File: config.mk
export PLATFORM = sky130hd
export DESIGN_NAME = utf8_codepoint_decoder
export DESIGN_NICKNAME = d
export VERILOG_FILES = /design/src/hdl/u8dec_pkg.sv /design/src/hdl/utf8_codepoint_decoder.sv /design/src/hdl/u8dec_unit.sv
export SDC_FILE = /design/constraint.sdc
export NUM_CORES = 1
export LEC_CHECK = 0
export BUFFER_PORTS_ARGS = -buffer_cell sky130_fd_sc_hd__clkbuf_2
export CAP_MARGIN = 20
export CORE_ASPECT_RATIO = 2
export CORE_MARGIN = 3
export CORE_UTILIZATION = 54
export DETAILED_ROUTE_END_ITERATION = 6
export PLACE_DENSITY = 0.77
export REMOVE_ABC_BUFFERS = 1
export SLEW_MARGIN = 25
export SYNTH_ARGS = -nofsm -noshare
export SYNTH_HDL_FRONTEND = slang
export SYNTH_HIERARCHICAL = 1
export SYNTH_SLANG_ARGS = --single-unit
File: constraint.sdc
create_clock -name clk -period 4.47 [get_ports clk]
set_input_delay 0.894 -clock clk [delete_from_list [all_inputs] [get_ports clk]]
set_output_delay 0.894 -clock clk [all_outputs]
set_load 0.02 [all_outputs]
File: src/hdl/u8dec_pkg.sv
// Shared types, constants and lead byte classification for the UTF-8 decoder.
`default_nettype none

package u8dec_pkg;

	localparam int BYTE_W = 8;
	localparam int CP_W   = 21;
	localparam int WIN_N  = 4;
	localparam int HOLD_N = 3;

	localparam logic [CP_W-1:0] REPLACEMENT_CP = 21'h00FFFD;

	// Bytes looked at by the decode unit, starting at a lead.
	typedef struct packed {
		logic [WIN_N-1:0][BYTE_W-1:0] bytes;
		logic [2:0]                   avail;
	} win_t;

	// What the decode unit makes of a window.
	typedef struct packed {
		logic [CP_W-1:0] cp;
		logic [2:0]      used;
	} res_t;

	// Number of continuation bytes a lead asks for; zero if it is no multi-byte lead.
	function automatic logic [1:0] lead_need(input logic [BYTE_W-1:0] b);
		logic [1:0] need;
		need = 2'd0;
		if ((b & 8'hE0) == 8'hC0) begin
			need = 2'd1;
		end else if ((b & 8'hF0) == 8'hE0) begin
			need = 2'd2;
		end else if ((b & 8'hF8) == 8'hF0) begin
			need = 2'd3;
		end
		return need;
	endfunction

endpackage

`default_nettype wire

File: src/hdl/utf8_codepoint_decoder.sv
// Top level of the UTF-8 decoder: byte hold buffer, sequencer and output register.
// A result appears in the output register in the cycle after the byte transfer.
// Throughput: one byte per cycle while the output register is free; an end of string
// that cuts a sequence short yields up to three results, one per cycle while the output
// register is free, the later ones from the shared decode unit, and no byte is taken until the last of them is loaded.
// Reset clears the held count, the sequencer and the output valid; held bytes are not reset.
`default_nettype none

module utf8_codepoint_decoder (
	input  wire logic        clk,
	input  wire logic        arst_n,
	input  wire logic        text_valid,
	output logic             text_stall,
	input  wire logic [7:0]  text_byte,
	output logic             cp_valid,
	input  wire logic        cp_stall,
	output logic [20:0]      code_point,
	output logic             has_code_point,
	output logic             end_of_string
);

	// Sequencer: IDLE takes bytes, DRAIN re-decodes the held bytes after a cut-short lead.
	typedef enum logic [1:0] {
		ST_IDLE  = 2'b01,
		ST_DRAIN = 2'b10
	} state_t;

	state_t     state_q, state_d;
	logic [1:0] pend_cnt_q, pend_cnt_d;    // bytes held, lead included
	logic [1:0] need_cnt_q, need_cnt_d;    // continuation bytes the held lead asks for
	logic [1:0] pos_q, pos_d;              // next held byte to decode while draining
	logic [7:0] pend_q [u8dec_pkg::HOLD_N];

	logic        out_valid_q;
	logic [20:0] out_cp_q;
	logic        out_has_q;
	logic        out_end_q;

	logic        out_free;
	logic        take;
	logic        load;
	logic [20:0] cp_d;
	logic        has_d;
	logic        end_d;
	logic        pend_we;
	logic [2:0]  next_pos;

	u8dec_pkg::win_t win;
	u8dec_pkg::res_t res;

	// The output register is free when it is empty or its result leaves in this cycle.
	assign out_free   = !out_valid_q || !cp_stall;
	assign text_stall = (state_q != ST_IDLE) || !out_free;
	assign take       = text_valid && !text_stall;

	// Window for the shared unit. While idle it is the held bytes with the new byte
	// appended; while draining it starts at the next held byte not yet decoded.
	always_comb begin
		win = '0;
		if (state_q == ST_DRAIN) begin
			win.bytes[0] = pend_q[pos_q];
			win.bytes[1] = (pos_q == 2'd1) ? pend_q[2] : 8'd0;
			win.avail    = {1'b0, pend_cnt_q} - {1'b0, pos_q};
		end else begin
			for (int i = 0; i < u8dec_pkg::HOLD_N; i++) begin
				if (2'(i) < pend_cnt_q) begin
					win.bytes[i] = pend_q[i];
				end else if (2'(i) == pend_cnt_q) begin
					win.bytes[i] = text_byte;
				end
			end
			win.bytes[3] = (pend_cnt_q == 2'd3) ? text_byte : 8'd0;
			win.avail    = {1'b0, pend_cnt_q} + 3'd1;
		end
	end

	u8dec_unit u_unit (
		.win (win),
		.res (res)
	);

	assign next_pos = {1'b0, pos_q} + res.used;

	// Sequencer decisions for the current cycle.
	always_comb begin
		state_d    = state_q;
		pend_cnt_d = pend_cnt_q;
		need_cnt_d = need_cnt_q;
		pos_d      = pos_q;
		load       = 1'b0;
		cp_d       = res.cp;
		has_d      = 1'b1;
		end_d      = 1'b0;
		pend_we    = 1'b0;
		if (take) begin
			if (text_byte == 8'd0) begin
				load = 1'b1;
				if (pend_cnt_q == 2'd0) begin
					// End of string with nothing held: a bare end marker.
					cp_d  = '0;
					has_d = 1'b0;
					end_d = 1'b1;
				end else begin
					// The held lead is cut short and gives the replacement character.
					cp_d = u8dec_pkg::REPLACEMENT_CP;
					if (pend_cnt_q == 2'd1) begin
						end_d      = 1'b1;
						pend_cnt_d = 2'd0;
						need_cnt_d = 2'd0;
					end else begin
						state_d = ST_DRAIN;
						pos_d   = 2'd1;
					end
				end
			end else if (pend_cnt_q == 2'd0) begin
				need_cnt_d = u8dec_pkg::lead_need(text_byte);
				if (need_cnt_d != 2'd0) begin
					pend_we    = 1'b1;
					pend_cnt_d = 2'd1;
				end else begin
					load = 1'b1;
				end
			end else if (pend_cnt_q >= need_cnt_q) begin
				// This byte completes the held sequence.
				load       = 1'b1;
				pend_cnt_d = 2'd0;
				need_cnt_d = 2'd0;
			end else begin
				pend_we    = 1'b1;
				pend_cnt_d = pend_cnt_q + 2'd1;
			end
		end else if (state_q == ST_DRAIN && out_free) begin
			load = 1'b1;
			if (next_pos >= {1'b0, pend_cnt_q}) begin
				end_d      = 1'b1;
				state_d    = ST_IDLE;
				pend_cnt_d = 2'd0;
				need_cnt_d = 2'd0;
			end else begin
				pos_d = next_pos[1:0];
			end
		end
	end

	always_ff @(posedge clk or negedge arst_n) begin
		if (!arst_n) begin
			state_q     <= ST_IDLE;
			pend_cnt_q  <= 2'd0;
			need_cnt_q  <= 2'd0;
			pos_q       <= 2'd0;
			out_valid_q <= 1'b0;
		end else begin
			state_q    <= state_d;
			pend_cnt_q <= pend_cnt_d;
			need_cnt_q <= need_cnt_d;
			pos_q      <= pos_d;
			if (load) begin
				out_valid_q <= 1'b1;
			end else if (!cp_stall) begin
				out_valid_q <= 1'b0;
			end
		end
	end

	// Held bytes and the result payload carry no reset.
	always_ff @(posedge clk) begin
		if (pend_we) begin
			pend_q[pend_cnt_q] <= text_byte;
		end
		if (load) begin
			out_cp_q  <= cp_d;
			out_has_q <= has_d;
			out_end_q <= end_d;
		end
	end

	assign cp_valid       = out_valid_q;
	assign code_point     = out_cp_q;
	assign has_code_point = out_has_q;
	assign end_of_string  = out_end_q;

endmodule

`default_nettype wire

File: src/hdl/u8dec_unit.sv
// Shared decode unit: turns one window of bytes into a code point.
`default_nettype none

module u8dec_unit (
	input  wire u8dec_pkg::win_t win,
	output u8dec_pkg::res_t      res
);

	logic [7:0] b0, b1, b2, b3;
	logic [1:0] need;

	assign b0   = win.bytes[0];
	assign b1   = win.bytes[1];
	assign b2   = win.bytes[2];
	assign b3   = win.bytes[3];
	assign need = u8dec_pkg::lead_need(b0);

	always_comb begin
		res.cp   = u8dec_pkg::REPLACEMENT_CP;
		res.used = 3'd1;
		if (!b0[7]) begin
			res.cp = {13'd0, b0};
		end else if (need == 2'd1 && win.avail >= 3'd2) begin
			res.cp   = {10'd0, b0[4:0], b1[5:0]};
			res.used = 3'd2;
		end else if (need == 2'd2 && win.avail >= 3'd3) begin
			res.cp   = {5'd0, b0[3:0], b1[5:0], b2[5:0]};
			res.used = 3'd3;
		end else if (need == 2'd3 && win.avail >= 3'd4) begin
			res.cp   = {b0[2:0], b1[5:0], b2[5:0], b3[5:0]};
			res.used = 3'd4;
		end
	end

endmodule

`default_nettype wire

=== Yosys cells after proc, flatten, opt, wreduce, memory -nomap -nowiden ===
Memory sizes are Yosys's and may differ from the RTL's.
Cells that the tools add are included.

* Memories: 1
* Flip-flop bits (word level): 32
* Input bits: 12
* Bits in writable memories: 24
* Output and inout port bits: 25
* Logic and storage cells: 141

{| class="wikitable"
|+ Memory list
! memory !! depth !! width !! read ports !! clocked after Yosys merged registers in !! wr ports !! line !! RTL
|-
| pend_q || 3 || 8 || 4 || 0 || 1 || utf8_codepoint_decoder.sv:32 || <nowiki>logic [7:0] pend_q [u8dec_pkg::HOLD_N];</nowiki>
|}

* Reductions and logical operators: 21
* Add/subtract/negate cells: 4
* Eq/ne operators: 25
* Magnitude comparators: 8
* Multiplexer cells: 74

{| class="wikitable"
|+ Operators by type and width
! kind !! count
|-
| $mux W24 || 3
|-
| $mux W2 || 34
|-
| $mux W21 || 3
|-
| $mux W8 || 4
|-
| $mux W6 || 4
|-
| $mux W1 || 22
|-
| $reduce_and A5 Y1 || 4
|-
| $mux W17 || 1
|-
| $mux W16 || 1
|-
| $mux W14 || 1
|-
| $eq A5 B5 Y1 const B || 2
|-
| $eq A2 B2 Y1 const B || 4
|-
| $eq A4 B4 Y1 const B || 2
|-
| $logic_not A8 Y1 || 1
|-
| $eq A2 B1 Y1 const B || 3
|-
| $eq A3 B3 Y1 const B || 2
|-
| $ge A3 B2 Y1 const B || 2
|-
| $ne A2 B1 Y1 const B || 3
|-
| $ne A2 B2 Y1 const B || 3
|-
| $ne A3 B2 Y1 const B || 2
|-
| $reduce_bool A2 Y1 || 3
|-
| $logic_and A1 B1 Y1 || 5
|-
| $logic_not A1 Y1 || 4
|-
| $lt A1 B2 Y1 const A || 2
|-
| 16 further kinds || 17
|}

=== Depth between registers and ports, before layout ===
Gate-level depths: netlist of the first run.

* Word-level depth: 19
* Mapped depth: 20
* Gate-level depth less buffers: 18

=== Hierarchy ===
Netlist of the first run, hierarchy kept.

{| class="wikitable"
|+ Modules (own cells, without submodules)
! module !! sequential area each (µm²) !! instances !! cells an instance !! area an instance (µm²)
|-
| utf8_codepoint_decoder || 1878.1 || 1 || 290 || 3393.3
|-
| u8dec_unit || 0.0 || 1 || 89 || 503.0
|}

=== Worst setup path after synthesis of the first run ===
OpenSTA, ideal clock, no wires.

* Path type: register -> register
* Start: register pend_cnt_q[1]
* End: register pos_q[1]
* Data arrival time: 4.261 ns
* Cell stages (with the launch flop): 19
* Setup time: 0.134 ns
* Clock period less this slack: 4.394 ns
* Slack: 0.076 ns
* Data required time: 4.336 ns
* Buffers on the path: 3
* Cell sequence: dfrtp_1 > inv_1 > ha_1 > clkbuf_1 > buf_1 > mux2i_1 > o21ai_0 > nand3_2 > or3_1 > buf_6 > inv_6 > nor2_1 > ha_1 > fa_1 > ha_1 > a211oi_1 > nand3_1 > a22oi_1 > o22ai_1

{| class="wikitable"
|+ RTL lines
! element !! line !! RTL
|-
| start: declaration || utf8_codepoint_decoder.sv:29 || <nowiki>logic [1:0] pend_cnt_q, pend_cnt_d;</nowiki>
|-
| start signal: assignment || utf8_codepoint_decoder.sv:154 || <nowiki>pend_cnt_q <= pend_cnt_d;</nowiki>
|-
| end signal: assignment || utf8_codepoint_decoder.sv:156 || <nowiki>pos_q <= pos_d;</nowiki>
|-
| end: declaration || utf8_codepoint_decoder.sv:31 || <nowiki>logic [1:0] pos_q, pos_d;</nowiki>
|}

==> impl_metrics.csv, run 1 <==
group,metric,value,unit
sta,skew,0.00688,ns
floorplan,rows,42,
cts,cts-root-buf,"clkbuf_16",
critical_path,required,4.68,ns
grt,groute.usage.overall,23.4,%
floorplan,chipWidth,65.4,um
grt,grt_max_degree,34,
finish,fin_area,4420,sq um
cts,clk_pin_slew,0.05,ns
pwr,leakage,1.91,nW
synthesis,synth_area_per_cell,10.6,sq um
pwr,ir_drop,330,uV
routing,wl_met3,350,um
placed_design,gp_congestion,0.981,
synthesis,synthCells,361,
placed_design,pre_cts_ws,0.248,ns
sta,min_period,4.15,ns
synthesis,syn_area,3810,sq um
critical_path,crit_type,"reg2reg",
finish,nNetsFinal,429,
sta,worst_slack,0.323,ns
pwr,pwr-share-seq,37.3,%
run,cap_violations,0,
pwr,intPower,1.42,mW
sta,slew_headroom,41.4,%
critical_path,startpoint_type,"flip-flop",
routing,wirelength,8730,um
cts,clkLatencyLatePin,0.33,ns
sta,period_share,92.8,%
cts,cts_tree,"yes",
pwr,switching_power,0.650,mW
run_status,status,"complete, no violations",
floorplan,top_level_ports,37,
critical_path,worst-path-max-fanout,7,
pwr,power_density,468,nW/um^2
finish,final_cells,497,
finish,area_growth,16.0,%
sta,fmax,0.241,GHz
pwr,total_power,2.07,mW
routing,wirelength_met1,2980,um
sta,worst_pin_slew,0.877,ns
finish,diodes,0,
sta,hold_slack,0.413,ns
floorplan,die_y,125,um
floorplan,start_util,56.7,%
grt,antenna_found_initial,0,
routing,via_per_inst,5.82,
routing,final_antenna_net_count,0,
cts,ctsHtreeMaxLevel,3,
sta,report.final.slew_viol_count,0,
finish,drive_above_1_share,24.2,%
placed_design,io_buffers,36,
floorplan,core_area,6730,sq um
placed_design,place_area,4120,sq um
floorplan,die-area,8160,sq um
hold_path,hold_path.class,"in2async",
pwr,p_comb_share,29.9,%
cts,post_cts_buffers,0,
synthesis,yosys_warnings,6,
routing,num_vias,2892,
routing,routed.top_layer,"met4",
sta,grt_setup_unrepaired,"false",
critical_path,worstPathArrival,4.35,ns
placed_design,dp_hpwl,6720,um
routing,routedWlPerCell,17.6,um
cts,max-clock-path-buffers,2,
sta,hold_violations,0,
grt,grt_overflow_total,0,
critical_path,cp-end-kind,"flip-flop",
routing,drtIter0Drc,209,
pwr,p_sw_share,31.4,%
pwr,pwr-share-clk,32.8,%
routing,dr_wl_met2,4810,um
cts,cts_made_buffers,9,
finish,final_util,65.7,%
grt,grt_pass1_vias,2969,
cts,clock_sinks,64,
grt,grt_pass1_wl,14200,um
critical_path,reg2reg_slack,0.32,ns
routing,drc,0,
sta,setup_tns,0,ns
placed_design,dp.cells,481,
sta,finalSetupViolCount,0,
routing,drt_pass1_iterations,4,
[worst paths after layout]
check | startpoint | end | cells after the start
setup / recovery | pend_cnt_q[0]$_DFFE_PN0P_ | pos_q[1]$_DFFE_PN0P_ | 17
setup reg to reg | pend_cnt_q[0]$_DFFE_PN0P_ | pos_q[1]$_DFFE_PN0P_ | 17
hold reg to reg | need_cnt_q[1]$_DFFE_PN0P_ | need_cnt_q[1]$_DFFE_PN0P_ | 1
min in group clk | need_cnt_q[1]$_DFFE_PN0P_ | need_cnt_q[1]$_DFFE_PN0P_ | 1
max in group asynchronous | arst_n | state_q[0]$_DFFE_PN1P_ | 1
hold / removal | arst_n | state_q[1]$_DFFE_PN0P_ | 1
[registers in the layout, indices dropped and copies added, names as in the netlist]
| signal | cells |
|---|---|
| need_cnt_q | 2 |
| cp_valid | 1 |
| has_code_point | 1 |
| state_q | 2 |
| pend_cnt_q | 2 |
| pos_q | 2 |
| end_of_string | 1 |
| pend_q | 32 |
| code_point | 21 |
[routing by layer]
layer	up-vias	GRT usage, %
met4	0	19.8
met3	39	3.43
li1	1387	-
met1	1363	23.4
met5	-	0
met2	103	40.3
[area by class of cell]
class	count	area (sq um)
fill	544	2300
sequential	64	1880
inverter	15	61.3
tap	88	110
clock inverter	7	72.6
clock buffer	9	225
timing repair buffer	55	323
multi-input combinational	259	1750
[cells in the final DEF, fill, tap and decap left out, types with 8 or more instances in the layout]
| master | count |
|---|---|
| dfrtp_1 | 8 |
| nor3_1 | 10 |
| o21ai_0 | 18 |
| buf_4 | 19 |
| nor2_1 | 46 |
| ha_1 | 11 |
| nand2_1 | 33 |
| o31ai_1 | 9 |
| a21o_1 | 13 |
| and3_1 | 11 |
| inv_1 | 14 |
| a21oi_1 | 19 |
| and2_1 | 10 |
| edfxtp_1 | 55 |
| mux2i_1 | 9 |
| clkbuf_16 | 9 |
| clkbuf_2 | 36 |
| mux4_2 | 8 |
[power groups by stage]
stage / Clock [mW] / Sequential [mW] / Combinational (mW)
global route: 0.719 / 0.778 / 0.674
finish: 0.678 / 0.772 / 0.619
detailed placement: 0 / 0.784 / 0.608
floorplan: 0 / 0.843 / 0.344
global placement: 0 / 0.782 / 0.599
CTS: 0.689 / 0.773 / 0.613
[worst max-delay path: stages (launching register included)]
cell and delay, ns:
dfrtp_1 0.48, inv_1 0.15, buf_4 0.17, ha_1 0.15, inv_1 0.04, fa_1 0.37
xor2_1 0.25, nand2_1 0.09, or3_1 0.40, inv_6 0.11, nor2_1 0.05, ha_1 0.20
fa_1 0.48, ha_1 0.31, a211oi_2 0.25, nand3_1 0.16, a22oi_1 0.23, o22ai_1 0.12
[timing repair]
action	CTS	global route
hold buffers	0	0
gates resized for setup	0	1
endpoints found under the setup margin	0	1
endpoints found under the hold margin	0	0
(Power assumes the default switching activity.)
==> run 2: changes to the inputs <==
Settings changed: CORE_UTILIZATION 54 to 42, PLACE_DENSITY 0.77 to unset, SKIP_CTS_REPAIR_TIMING set to 1.
==> run 2 against run 1 <==
  * Non-clock buffer count increased by 1
  * Die area rose by 26%
  * Register-to-register slack is essentially flat
  * Utilization fell by 15 points
  * Critical path depth down 1
  * Wire length rose by 5.2%
  * Sequential power hardly changed
  * Cell area is 0.51% higher
  * Clock-buffer cell count increased by 2
  * Via count shrank 0.83%
  * Setup slack worse by 0.0086 ns
  * Critical path type unchanged
  * Highest routed layer unchanged
==> impl_metrics.csv, run 2 (same netlist as run 1, synthesis figures left out) <==
group,metric,value,unit
sta,skew,0.00430,ns
critical_path,required,4.67,ns
sta,finalSetupViolCount,0,
sta,period_share,93.0,%
finish,nNetsFinal,430,
pwr,power_density,473,nW/um^2
pwr,p_comb_share,29.3,%
sta,report.final.slew_viol_count,0,
sta,hold_slack,0.417,ns
pwr,pwr-share-clk,34.0,%
sta,worst_pin_slew,0.874,ns
hold_path,hold_path.class,"in2async",
run_status,status,"complete, no violations",
routing,drt_pass1_iterations,4,
cts,max-clock-path-buffers,2,
placed_design,io_buffers,36,
finish,layout_common_cells,"55 x edfxtp_1, 46 x nor2_1, 36 x clkbuf_2, 33 x nand2_1, 20 x buf_4",
routing,drtIter0Drc,234,
placed_design,dp.cells,494,
cts,cts_tree,"yes",
floorplan,die-area,10300,sq um
placed_design,gp_congestion,0.913,
cts,cts_made_buffers,9,
placed_design,dp_hpwl,7360,um
pwr,pwr-share-seq,36.7,%
floorplan,start_util,43.8,%
finish,largest_reg_flops,32,
grt,grt_overflow_total,0,
sta,fmax,0.241,GHz
floorplan,core_area,8710,sq um
sta,slew_headroom,41.6,%
cts,clkLatencyLatePin,0.33,ns
pwr,switching_power,0.630,mW
critical_path,crit_type,"reg2reg",
pwr,leakage,1.92,nW
pwr,total_power,2.10,mW
finish,area_growth,16.6,%
floorplan,rows,48,
cts,ctsHtreeMaxLevel,3,
cts,clock_sinks,64,
sta,grt_setup_unrepaired,"false",
pwr,p_sw_share,30.0,%
pwr,intPower,1.47,mW
routing,wirelength,9180,um
critical_path,cp-end-kind,"flip-flop",
finish,largest_register,"pend_q",
pwr,ir_drop,390,uV
finish,final_cells,509,
routing,num_vias,2868,
grt,antenna_found_initial,0,
cts,clk_pin_slew,0.05,ns
grt,grt_pass1_wl,14900,um
routing,final_antenna_net_count,0,
placed_design,place_area,4140,sq um
sta,setup_tns,0,ns
grt,grt_pass1_vias,2872,
finish,fillers,768,
floorplan,chipWidth,73.4,um
routing,drc,0,
routing,via_per_inst,5.63,
sta,min_period,4.16,ns
grt,groute.usage.overall,19.5,%
finish,ff_latch_area,1880,sq um
finish,multi_input_area,1750,sq um
floorplan,top_level_ports,37,
critical_path,startpoint_type,"flip-flop",
critical_path,worst-path-max-fanout,9,
sta,hold_violations,0,
finish,layout_commonest_cell,"edfxtp_1",
grt,grt_max_degree,34,
run,cap_violations,0,
cts,cts-root-buf,"clkbuf_16",
finish,fin_area,4440,sq um
finish,diodes,0,
floorplan,die_y,141,um
routing,routedWlPerCell,18.0,um
critical_path,worstPathArrival,4.36,ns
finish,drive_above_1_share,23.5,%
run 2: cell count changes in the layout (fill, tap and decap cells not counted):
cell and delta:
a211oi_1 +1, a211oi_2 -1, buf_4 +1, bufinv_16 +1, clkbuf_1 +2, clkinv_4 -2
clkinvlp_4 -2
run 2: layout make-up:
| type | count | share of cell area (%) |
|---|---|---|
| multi-input cells | 259 | 39.3 |
| repair buffers | 56 | 7.43 |
| clock buffers | 11 | 5.24 |
| inverters | 15 | 1.38 |
| flip-flops and latches | 64 | 42.3 |
| well taps | 100 | 2.82 |
| clock inverters | 4 | 1.58 |
run 2: path summary, 6_finish.rpt:
path | cells after the start | slack, ns | endpoint | from
max | 16 | 0.31 | pos_q[1]$_DFFE_PN0P_ | pos_q[0]$_DFFE_PN0P_
min | 1 | 0.42 | pos_q[1]$_DFFE_PN0P_ | arst_n
max reg2reg | 16 | 0.31 | pos_q[1]$_DFFE_PN0P_ | pos_q[0]$_DFFE_PN0P_
min reg2reg | 1 | 0.50 | need_cnt_q[1]$_DFFE_PN0P_ | need_cnt_q[1]$_DFFE_PN0P_
max in group asynchronous | 1 | 3.80 | state_q[0]$_DFFE_PN1P_ | arst_n
min in group clk | 1 | 0.50 | need_cnt_q[1]$_DFFE_PN0P_ | need_cnt_q[1]$_DFFE_PN0P_
run 2: routing by layer:
| layer | global-route usage (%) | part of all wire (%) | vias up |
|---|---|---|---|
| met3 | 3.78 | 3.0 | 35 |
| met5 | 0 | 0 | - |
| met2 | 35.4 | 57 | 71 |
| met4 | 13.8 | 6.2 | 0 |
| met1 | 18.7 | 34 | 1374 |
| li1 | - | - | 1388 |
run 2: through the flow:
step | util, % | worst slack (ns)
5_1_grt | 51.0 | 0.0462
6_report | 51.0 | 0.315
3_3_place_gp | 47.6 | 0.396
2_1_floorplan | - | -0.371
4_1_cts | 51.0 | 0.336
3_5_place_dp | 47.6 | 0.264
run 2: power by group through the flow:
stage	sequential [mW]	clock, mW	combinational, mW
finish	0.771	0.714	0.616
floorplan	0.843	0	0.344
detailed placement	0.783	0	0.613
global placement	0.780	0	0.608
CTS	0.772	0.726	0.618
global route	0.779	0.754	0.677
run 2: worst max-delay path, cell delays in order (launching register included):
cell and delay, ns:
dfrtp_1 0.59, nand2b_1 0.17, ha_1 0.13, inv_1 0.04
fa_1 0.37, xor2_1 0.24, nand2_1 0.08, or3_1 0.39
inv_6 0.11, nor2_1 0.05, ha_1 0.19, fa_1 0.47
ha_1 0.29, a211oi_1 0.36, nand3_1 0.18, a22oi_1 0.23
o22ai_1 0.12
==> run 3: changes to the inputs <==
Settings changed: SYNTH_HIERARCHICAL 1 to unset.
==> run 3 against run 2 <==
  * Global-route usage is 0.84 points higher
  * Utilization is 1.1 points lower
  * Critical endpoint is now pend_cnt_q[0]$_DFFE_PN0P_
  * Synthesized area fell by 2.2%
  * Die area decreased by 2.1%
  * Sequential share of layout area increased by 1.2 points
  * Setup slack lost 0.11 ns
  * Clock-buffer cell count unchanged
  * Register-to-register slack lost 0.11 ns
==> impl_metrics.csv, run 3 <==
group,metric,value,unit
synthesis,synth_area_leaders,"edfxtp_1 44%, nand2_1 7.2%, dfrtp_1 5.4%",
sta,grt_setup_unrepaired,"false",
run,cap_violations,0,
sta,worst_slack,0.209,ns
floorplan,rows,48,
hold_path,hold_path.class,"in2async",
sta,slew_headroom,39.8,%
placed_design,io_buffers,36,
finish,area_growth,15.9,%
pwr,power_density,302,nW/um^2
pwr,total_power,1.30,mW
critical_path,crit_slowest_cell,"fa_1",
routing,drt_pass1_iterations,4,
placed_design,dp_hpwl,7600,um
routing,wirelength,9810,um
placed_design,pre_cts_ws,0.124,ns
synthesis,syn_area,3730,sq um
routing,via_per_inst,5.74,
cts,cts-root-buf,"clkbuf_16",
finish,fillers,838,
run_status,status,"complete, no violations",
sta,skew,0.00569,ns
critical_path,startpoint_type,"flip-flop",
cts,clk_pin_slew,0.05,ns
critical_path,worst-path-max-fanout,5,
routing,drtIter0Drc,266,
cts,clkLatencyLatePin,0.34,ns
cts,ctsHtreeMaxLevel,3,
cts,cts_tree,"yes",
critical_path,slowest_delay,0.57,ns
finish,ff_latch_area,1880,sq um
grt,groute.usage.overall,20.4,%
cts,max-clock-path-buffers,2,
cts,clock_sinks,64,
synthesis,yosys_warnings,0,
critical_path,rr_worst_depth,15,
floorplan,core_area,8650,sq um
synthesis,synth_edf_count,55,
sta,worst_pin_slew,0.901,ns
floorplan,chipWidth,72.6,um
finish,nNetsFinal,436,
critical_path,cp_num_cells,15,
sta,hold_slack,0.410,ns
floorplan,die-area,10100,sq um
synthesis,synth_area_per_cell,10.2,sq um
grt,grt_max_degree,24,
critical_path,cp.buffers_inverters,0,
synthesis,synth-seq-cells,64,
grt,grt_overflow_total,0,
synthesis,yosys_most_used_dff,"edfxtp_1",
placed_design,gp_congestion,0.893,
pwr,ir_drop,254,uV
critical_path,cp_top_family,"adder cells",
sta,min_period,4.26,ns
critical_path,reg2reg_slack,0.21,ns
critical_path,r2r_end,"pend_cnt_q[0]$_DFFE_PN0P_",
synthesis,synth.top_cell.area_share,44.3,%
critical_path,r2r-start,"state_q[1]$_DFFE_PN0P_",
routing,routedWlPerCell,19.0,um
synthesis,synth_largest_area_cell,"edfxtp_1",
synthesis,synthCells,367,
grt,grt_pass1_vias,2901,
sta,fmax,0.235,GHz
critical_path,crit_type,"reg2reg",
finish,diodes,0,
pwr,leakage,1.71,nW
finish,multi_input_area,1690,sq um
critical_path,worstPathArrival,4.48,ns
finish,layout_commonest_cell,"nand2_1",
synthesis,yosys.cell_types.count,49,
critical_path,path_cells,"nor2b_1, nand2_1, ha_1, fa_1, xnor2_2, o21ai_0, and3_1, or2_2, fa_1, ha_1, a21oi_1, nand3_1, mux2i_2, or3_4, mux2_4",
sta,report.final.slew_viol_count,0,
floorplan,start_util,43.1,%
floorplan,top_level_ports,37,
critical_path,required,4.69,ns
routing,drc,0,
sta,finalSetupViolCount,0,
finish,drive_above_1_share,19.7,%
synthesis,yosysMostFrequentCell,"nand2_1",
synthesis,ys_top_cells_by_count,"71 x nand2_1, 55 x edfxtp_1, 28 x o21ai_0",
sta,hold_violations,0,
finish,layout_common_cells,"71 x nand2_1, 55 x edfxtp_1, 36 x clkbuf_2, 28 x o21ai_0, 26 x nor2_1",
grt,antenna_found_initial,0,
routing,num_vias,2960,
finish,largest_register,"pend_q",
grt,grt_pass1_wl,15400,um
finish,largest_reg_flops,32,
sta,period_share,95.3,%
floorplan,die_y,139,um
synthesis,async_flop_share,14.1,%
synthesis,synth.yosys.seq_area_share,50.4,%
critical_path,cp-end-kind,"flip-flop",
routing,final_antenna_net_count,0,
finish,final_util,50.0,%
cts,cts_made_buffers,9,
==> run 3: worst max path at each step <==
stage                                    startpoint  slack (ns)                   endpoint
after floorplan              state_q[1]$_DFFE_PN0P_       -0.48  pend_cnt_q[0]$_DFFE_PN0P_
after detailed placement     state_q[1]$_DFFE_PN0P_        0.12  pend_cnt_q[0]$_DFFE_PN0P_
after CTS                    state_q[1]$_DFFE_PN0P_        0.12  pend_cnt_q[0]$_DFFE_PN0P_
final                        state_q[1]$_DFFE_PN0P_        0.21  pend_cnt_q[0]$_DFFE_PN0P_
after global placement       state_q[1]$_DFFE_PN0P_        0.31  pend_cnt_q[0]$_DFFE_PN0P_
after global routing      pend_cnt_q[0]$_DFFE_PN0P_       0.008  pend_cnt_q[0]$_DFFE_PN0P_
==> run 3: final cells by class <==
cell class	count	area share, %
Clock inverter	5	0.550
Timing Repair Buffer	55	7.47
Sequential cell	64	43.5
Multi-Input combinational cell	269	39.2
Tap cell	100	2.90
Clock buffer	11	5.39
Inverter	12	1.04
==> run 3: through the flow <==
| step | cells | instance area [sq um] | setup TNS, ns |
|---|---|---|---|
| after CTS | 513 | 4280 | 0 |
| after floorplan | 345 | 3600 | -2.45 |
| after global placement | 497 | 4030 | 0 |
| final | 516 | 4320 | 0 |
| after global routing | 516 | 4320 | 0 |
| after detailed placement | 497 | 4030 | 0 |
==> run 3: metal layers <==
layer  share of wire [%]  wire, um  GRT usage (%)  vias up
met5                   0         0              0        -
met4                 4.1       405           10.4        0
met3                 3.7       365           3.90       23
met2                  56      5510           36.2       93
met1                  36      3530           22.2     1421
li1                    -         -              -     1423
==> run 3: where the power goes <==
part | internal [mW] | leakage (nW) | switching [mW]
sequential | 0.649 | 0.597 | 0.0000000000000000365
combinational | 0.0159 | 0.989 | 0.0326
clock | 0.367 | 0.122 | 0.238
==> run 3: cells by family (layout without fill, tap and decap cells) <==
| kind of cell | Yosys count | count (layout) | synth area share [%] |
|---|---|---|---|
| and+or+nand+nor | 148 | 148 | 18.7 |
| AOI/OAI and AO/OA | 83 | 83 | 13.8 |
| DFF | 64 | 64 | 50.4 |
| buffers and inverters | 34 | 83 | 4.63 |
| muxes | 23 | 23 | 7.32 |
| adders and majority gates | 13 | 13 | 4.77 |
| xor gates and xnor gates | 2 | 2 | 0.470 |
==> run 3: worst reg2reg max path, delay by kind of cell (launching register included) <==
kind | cells | cell delay (ns)
fa+ha+maj | 4 | 1.48
simple gates | 6 | 1.09
mux | 2 | 0.57
flops | 1 | 0.42
compound gates | 2 | 0.36
xor+xnor | 1 | 0.23
